$ cat config.mk
export PLATFORM = sky130hd
export DESIGN_NAME = ttr_ctrl
export DESIGN_NICKNAME = d
export VERILOG_FILES = /design/src/sv/ttr_pkg.sv /design/src/sv/ttr_ctrl.sv
export SDC_FILE = /design/constraint.sdc
export NUM_CORES = 1
export LEC_CHECK = 0
export BUFFER_PORTS_ARGS = -buffer_cell sky130_fd_sc_hd__clkbuf_2
export CAP_MARGIN = 0
export CORE_AREA = 2 2 39 41
export CTS_CLUSTER_DIAMETER = 30
export DETAILED_ROUTE_END_ITERATION = 10
export DIE_AREA = 0 0 41 43
export PLACE_DENSITY = 0.71
export SYNTH_ARGS = -nofsm -noshare
export SYNTH_HDL_FRONTEND = slang
export SYNTH_SLANG_ARGS = --single-unit
$ cat constraint.sdc
create_clock -name clk_i -period 2.57 [get_ports clk_i]
set_clock_uncertainty 0.1 [all_clocks]
set_input_delay 0.257 -clock clk_i [delete_from_list [all_inputs] [get_ports clk_i]]
set_output_delay 0.257 -clock clk_i [all_outputs]
set_load 0.005 [all_outputs]
$ cat src/sv/ttr_pkg.sv
package ttr_pkg;

  localparam int ByteW    = 8;
  localparam int ColorW   = 16;
  localparam int CountW   = 24;
  localparam int SizeW    = 9;
  localparam int ChanW    = 8;
  localparam int CfgIdxW  = 2;
  localparam int CfgDataW = 24;
  localparam int StepW    = 3;

  typedef enum logic [1:0] {
    ACT_PAL_WRITE = 2'd0,
    ACT_PIXEL     = 2'd1,
    ACT_START     = 2'd2
  } ttr_action_e;

  typedef enum logic [1:0] {
    MODE_IDX4  = 2'd0,
    MODE_IDX8  = 2'd1,
    MODE_RGB15 = 2'd2,
    MODE_RGB24 = 2'd3
  } ttr_mode_e;

  typedef enum logic [1:0] {
    IDX_LO_NIBBLE = 2'd0,
    IDX_HI_NIBBLE = 2'd1,
    IDX_BYTE      = 2'd2
  } ttr_idx_sel_e;

  localparam logic [CfgIdxW-1:0] CFG_PIXEL_MODE   = 2'd0;
  localparam logic [CfgIdxW-1:0] CFG_PALETTE_SIZE = 2'd1;
  localparam logic [CfgIdxW-1:0] CFG_PIXEL_COUNT  = 2'd2;

  localparam logic [1:0] PHASE_NONE = 2'd0;
  localparam logic [1:0] PHASE_ONE  = 2'd1;
  localparam logic [1:0] PHASE_TWO  = 2'd2;

  typedef struct packed {
    logic         load_item;
    logic         pal_write;
    logic         clear_img;
    logic         held_lo;
    logic         held_hi;
    logic         phase_clr;
    logic         mod_load;
    ttr_idx_sel_e idx_sel;
    logic         mod_step;
    logic         ram_rd;
    logic         rd_rem;
    logic         out_load;
  } ttr_cmd_t;

  typedef struct packed {
    logic [1:0] action;
    ttr_mode_e  mode;
    logic [1:0] phase;
    logic       img_done;
    logic       pal_empty;
    logic       idx_fast;
    logic       mod_last;
    logic       more_pix;
    logic       out_free;
  } ttr_sts_t;

  function automatic logic [ChanW-1:0] expand5(input logic [4:0] v);
    return {v, v[4:2]};
  endfunction

endpackage

$ cat src/sv/ttr_ctrl.sv
module ttr_ctrl (
  input  logic              clk_i,
  input  logic              rst_ni,
  input  logic              in_valid_i,
  output logic              in_stall_o,
  input  ttr_pkg::ttr_sts_t sts_i,
  output ttr_pkg::ttr_cmd_t cmd_o
);
  import ttr_pkg::*;

  typedef enum logic [2:0] {
    S_IDLE,
    S_DISPATCH,
    S_MOD,
    S_DIV,
    S_RD,
    S_EMIT
  } state_e;

  state_e state_q, state_d;
  logic   hi_q, hi_d;

  assign in_stall_o = (state_q != S_IDLE);

  always_comb begin
    cmd_o   = '0;
    state_d = state_q;
    hi_d    = hi_q;
    case (state_q)
      S_IDLE: begin
        if (in_valid_i) begin
          cmd_o.load_item = 1'b1;
          state_d         = S_DISPATCH;
        end
      end
      S_DISPATCH: begin
        state_d = S_IDLE;
        hi_d    = 1'b0;
        case (sts_i.action)
          ACT_PAL_WRITE: cmd_o.pal_write = 1'b1;
          ACT_START:     cmd_o.clear_img = 1'b1;
          ACT_PIXEL: begin
            if (!sts_i.img_done) begin
              case (sts_i.mode)
                MODE_IDX4, MODE_IDX8: begin
                  cmd_o.phase_clr = 1'b1;
                  cmd_o.mod_load  = 1'b1;
                  cmd_o.idx_sel   = (sts_i.mode == MODE_IDX4) ? IDX_LO_NIBBLE : IDX_BYTE;
                  state_d         = sts_i.pal_empty ? S_EMIT : S_MOD;
                end
                MODE_RGB15: begin
                  if (sts_i.phase == PHASE_NONE) begin
                    cmd_o.held_lo = 1'b1;
                  end else begin
                    cmd_o.phase_clr = 1'b1;
                    state_d         = S_EMIT;
                  end
                end
                default: begin
                  if (sts_i.phase == PHASE_NONE) begin
                    cmd_o.held_lo = 1'b1;
                  end else if (sts_i.phase == PHASE_ONE) begin
                    cmd_o.held_hi = 1'b1;
                  end else begin
                    cmd_o.phase_clr = 1'b1;
                    state_d         = S_EMIT;
                  end
                end
              endcase
            end
          end
          default: state_d = S_IDLE;
        endcase
      end
      S_MOD: begin
        if (sts_i.idx_fast) begin
          cmd_o.ram_rd = 1'b1;
          state_d      = S_EMIT;
        end else begin
          cmd_o.mod_step = 1'b1;
          state_d        = S_DIV;
        end
      end
      S_DIV: begin
        cmd_o.mod_step = 1'b1;
        if (sts_i.mod_last) begin
          state_d = S_RD;
        end
      end
      S_RD: begin
        cmd_o.ram_rd = 1'b1;
        cmd_o.rd_rem = 1'b1;
        state_d      = S_EMIT;
      end
      S_EMIT: begin
        if (sts_i.out_free) begin
          cmd_o.out_load = 1'b1;
          if (sts_i.mode == MODE_IDX4 && !hi_q && sts_i.more_pix) begin
            cmd_o.mod_load = 1'b1;
            cmd_o.idx_sel  = IDX_HI_NIBBLE;
            hi_d           = 1'b1;
            state_d        = sts_i.pal_empty ? S_EMIT : S_MOD;
          end else begin
            state_d = S_IDLE;
          end
        end
      end
      default: state_d = S_IDLE;
    endcase
  end

  always_ff @(posedge clk_i or negedge rst_ni) begin
    if (!rst_ni) begin
      state_q <= S_IDLE;
      hi_q    <= 1'b0;
    end else begin
      state_q <= state_d;
      hi_q    <= hi_d;
    end
  end

endmodule

* Word-level counts from Yosys, hierarchy flattened
Index checks and enable logic that the tools add are counted.
** Operators by class
- Equality and inequality tests :: 14
- Multiplexer cells :: 43
- Reductions and logical operators :: 13
** Operator list (count)
- two-way mux 3 bit :: 14
- one-hot mux 3 bit (6 select lines) :: 1
- two-way mux 1 bit :: 17
- two-way mux 6 bit :: 2
- one-hot mux 3 bit (2 select lines) :: 2
- inequality test 2 bit (second input constant) :: 4
- one-hot mux 1 bit (2 select lines) :: 4
- == test 2 x 1 -> 1 bit (second input constant) :: 3
- == test 3 x 2 -> 1 bit (second input constant) :: 2
- == test 3 bit (second input constant) :: 2
- zero test 2 bit :: 3
- AND reduction 3 bit :: 2
- two-way mux 5 bit :: 1
- == test 2 bit (second input constant) :: 2
- two-way mux 2 bit :: 2
- == test 3 x 1 -> 1 bit (second input constant) :: 1
- zero test 3 bit :: 1
- nonzero test 3 bit :: 1
- OR reduction 3 bit :: 1
- logical AND 1 bit :: 2
- nonzero test 2 bit :: 1
- OR reduction 2 bit :: 1
- zero test 1 bit :: 1
** Storage, ports and cells
- Flip-flop bits (word level) :: 4
- Bits of input ports :: 15
- Output and inout bits :: 14
- Logic and storage cells :: 72

* Depth between registers and ports, before layout
- Depth after elaboration :: 7
- Mapped depth :: 6
- Mapped depth without buffers :: 5

* Worst setup path after synthesis
No wires, ideal clock.
- Path type :: reg2out
- Start :: register state_q[2]
- End :: output port cmd_o[8] (netlist bit)
- Arrival :: 1.541 ns
- Data required time :: 2.213 ns
- Slack :: 0.672 ns
- Cell stages (with the launch flop) :: 5
- Path buffers :: 1
- Path through :: dfrtp_1 > or3b_1 > buf_6 > or4_1 > nor2_1
** RTL lines
- from (decl) :: line ttr_ctrl.sv:20 : state_e state_q, state_d;
- from (signal assigned) :: line ttr_ctrl.sv:117 : state_q <= state_d;
- to (decl) :: line ttr_ctrl.sv:7 : output ttr_pkg::ttr_cmd_t cmd_o

==> results.toml <==
[clocking]
cts_buffers = 3
clock_tree.root_cell = "sky130_fd_sc_hd__clkbuf_4"
clkLatencyLatePin_ns = 0.24
cts_post_setup_buffers_inserted = 0
cts_htree_levels = 1
cts_buffer_depth = 2
path_clk_slew_ns = 0.04
tritoncts_num_sinks = 4
tritoncts = "built"
postCtsResizedCells = 0

[synth]
synthCells = 57
share_of_synthesized_flip_flops_with_an_asynchronous_set_or_reset = 1.00
ys_ff_latch = 4
yosysUniqueCellTypes = 30
synth-simple-area-share = 0.428
synthXorXnorAreaFrac = 0
multiplexer_fraction_of_the_synthesized_cell_area = 0
synth_edf_count = 0
yosys_warnings = 0
post_synth_instance_area_um2 = 435
synth_area_per_cell_um2 = 7.64
synth_top_family_by_area = "simple AND/OR/NAND/NOR gates"
synth-compound-area-share = 0.264
mappedNetlistNets = 72
synthAdderAreaFrac = 0
synth.yosys.seq_area_share = 0.230
synth_top_flop_cell = "sky130_fd_sc_hd__dfrtp_1"

[power_and_ir_drop]
pwr-share-seq = 0.289
power.density_mw_per_mm2 = 633
pwr-share-comb = 0.506
switching_share = 0.425
vdd.ir_drop.worst_uv = 500
power.net_switching_w = 0.000165
power.leakage_nw = 0.325
p_clk_frac = 0.205
cellInternalPower_w = 0.000223

[timing]
finalCritPeriodShare = 0.927
max_slew_margin = 0.719
worst_pin_slew_ns = 0.417
report.final.setup_viol = 0
slew_viol_final = 0
setup_total_negative_slack_ns = 0
min_period_ns = 2.38
worst_hold_slack_ns = 0.136
report.final.hold_viol_count = 0
unrepaired_setup_endpoints_after_global_routing = "false"
maxClockFrequency_ghz = 0.420

[die]
num_io_pins = 29
fp.dieArea_mm2 = 0.00176
die_h_um = 43
initial_core_util = 0.315
placement_rows = 14
chipWidth_um = 41
core_box_area_mm2 = 0.00138

[finish]
num-fill-cells = 147
antenna_cells_inserted = 0
final_net_count = 104
most-common-layout-cells = "sky130_fd_sc_hd__clkbuf_2, sky130_fd_sc_hd__nor2_1, sky130_fd_sc_hd__nand2_1"
post_route_cells_drive_above_1_share = 0.391
area_delta_synth_final_pct = 40.8
most_common_cell_after_layout_fill_and_taps_aside = "sky130_fd_sc_hd__clkbuf_2"

[setup_path]
regToRegStartpoint = "state_q[0]"
kind_of_end_point_of_the_critical_path = "primary output"
critPathRequiredTime_ns = 2.21
crit_start = "state_q[0]"
path_cells = "or3b_1 -> or4_1 -> nor2_1 -> clkbuf_2"
cp_max_fo = 11
path_class = "reg -> out"
slowest_library_cell_on_the_worst_path = "sky130_fd_sc_hd__or3b_1"
path_buf_inv = 1
critical-path-max-stage-delay_ns = 0.53
crit_path_start_kind = "flip-flop"
reg2reg_setup_slack_ns = 0.59
path_delay_family = "simple AND/OR/NAND/NOR gates"
worst_ep_arrival_time_ns = 2.03
reg2regPathDepth = 5
rr_endpoint = "state_q[2]"

[global_routing]
globalRouteTotalUtil = 0.138
number_of_antenna_violations_at_the_first_check_in_global_routing = 0
via_count_of_the_first_global_routing_pass = 441
overflow = 0
grt_max_degree = 12
grt_first_pass_wirelength_um = 1680

[hold_path]
endpoint_of_the_worst_hold_timing_path = "state_q[1]"
hold_path_startpoint = "sts_i[4]"
min_path_type = "in -> reg"
timing.hold.worst_path_depth = 2

[routing]
drtAntennaViolNets = 0
drtIter0Drc = 8
dr_total_vias = 514
viasPerCell = 4.99
first_pass_iters = 4
drt-total-wl_um = 1090
drc = 0
final_routed_wire_length_divided_by_cell_count_um = 10.6

[placed_design]
port-buffer-count = 28
gp_congestion = 0.866
hpwl_um = 906

[job]
max-cap-violations = 0

[status]
run_status = "finished clean"
[layout make-up]
class                   instances  area, µm²  share of cell area
flip-flops and latches          4        100               0.163
multi-input cells              46        302               0.492
repair buffers                 29        150               0.245
clock buffers                   3       22.5              0.0367
well taps                      16       20.0              0.0327
inverters                       5       18.8              0.0306
[how the worst max path moves through the flow]
stage / end / cells after the start
detailed placement: cmd_o[8] / 4
global route: cmd_o[8] / 4
CTS: cmd_o[8] / 4
global placement: cmd_o[8] / 4
finish: cmd_o[8] / 4
floorplan: cmd_o[8] / 4
[cells by family after synthesis]
kind of cell	count (synthesis)
compound gates	13
buf+inv	7
flops	4
simple gates	33
[routing by layer]
| layer | vias up | global-route usage | wire (µm) |
|---|---|---|---|
| met3 | 0 | 0.0471 | 114 |
| li1 | 265 | - | - |
| met4 | 0 | 0.0400 | 0 |
| met5 | - | 0 | 0 |
| met2 | 25 | 0.219 | 489 |
| met1 | 224 | 0.169 | 488 |
[Yosys cell counts (2+ instances only)]
| cell | instances | area share |
|---|---|---|
| sky130_fd_sc_hd__nor2_1 | 7 | 0.060 |
| sky130_fd_sc_hd__o22ai_1 | 2 | 0.029 |
| sky130_fd_sc_hd__or2b_1 | 2 | 0.034 |
| sky130_fd_sc_hd__nand2b_1 | 2 | 0.029 |
| sky130_fd_sc_hd__nor2b_1 | 3 | 0.043 |
| sky130_fd_sc_hd__inv_1 | 5 | 0.043 |
| sky130_fd_sc_hd__a21oi_1 | 3 | 0.034 |
| sky130_fd_sc_hd__nand2_1 | 6 | 0.052 |
| sky130_fd_sc_hd__dfrtp_1 | 4 | 0.23 |
| sky130_fd_sc_hd__and3_1 | 2 | 0.029 |
| sky130_fd_sc_hd__o21ai_0 | 2 | 0.023 |
[timing repair]
item                                   4_1_cts  5_1_grt
hold buffers                                 1        0
endpoints found under the hold margin        4        0
setup endpoints to repair                    0        0
[state kept, by name, indices dropped and copies added (netlist names)]
name	count
hi_q	1
state_q	3
[power by group through the flow]
stage | clock network [W] | registers, W | logic, W
CTS | 0.0000835 | 0.000111 | 0.000199
finish | 0.0000795 | 0.000112 | 0.000197
detailed placement | 0 | 0.000111 | 0.000197
floorplan | 0 | 0.0000907 | 0.000169
global route | 0.0000864 | 0.000117 | 0.000220
global placement | 0 | 0.000111 | 0.000193
[metrics by stage]
step	power, W	cell area [µm²]	cells	setup slack (ns)	util
6_report	0.000388	613	103	0.186	0.443
5_1_grt	0.000423	613	103	0.0439	0.443
4_1_cts	0.000394	613	103	0.182	0.443
3_5_place_dp	0.000308	581	99	0.442	0.420
3_3_place_gp	0.000304	581	99	0.479	0.420
2_1_floorplan	0.000260	435	57	0.672	-
No activity file was read; power rests on OpenSTA's default activity.
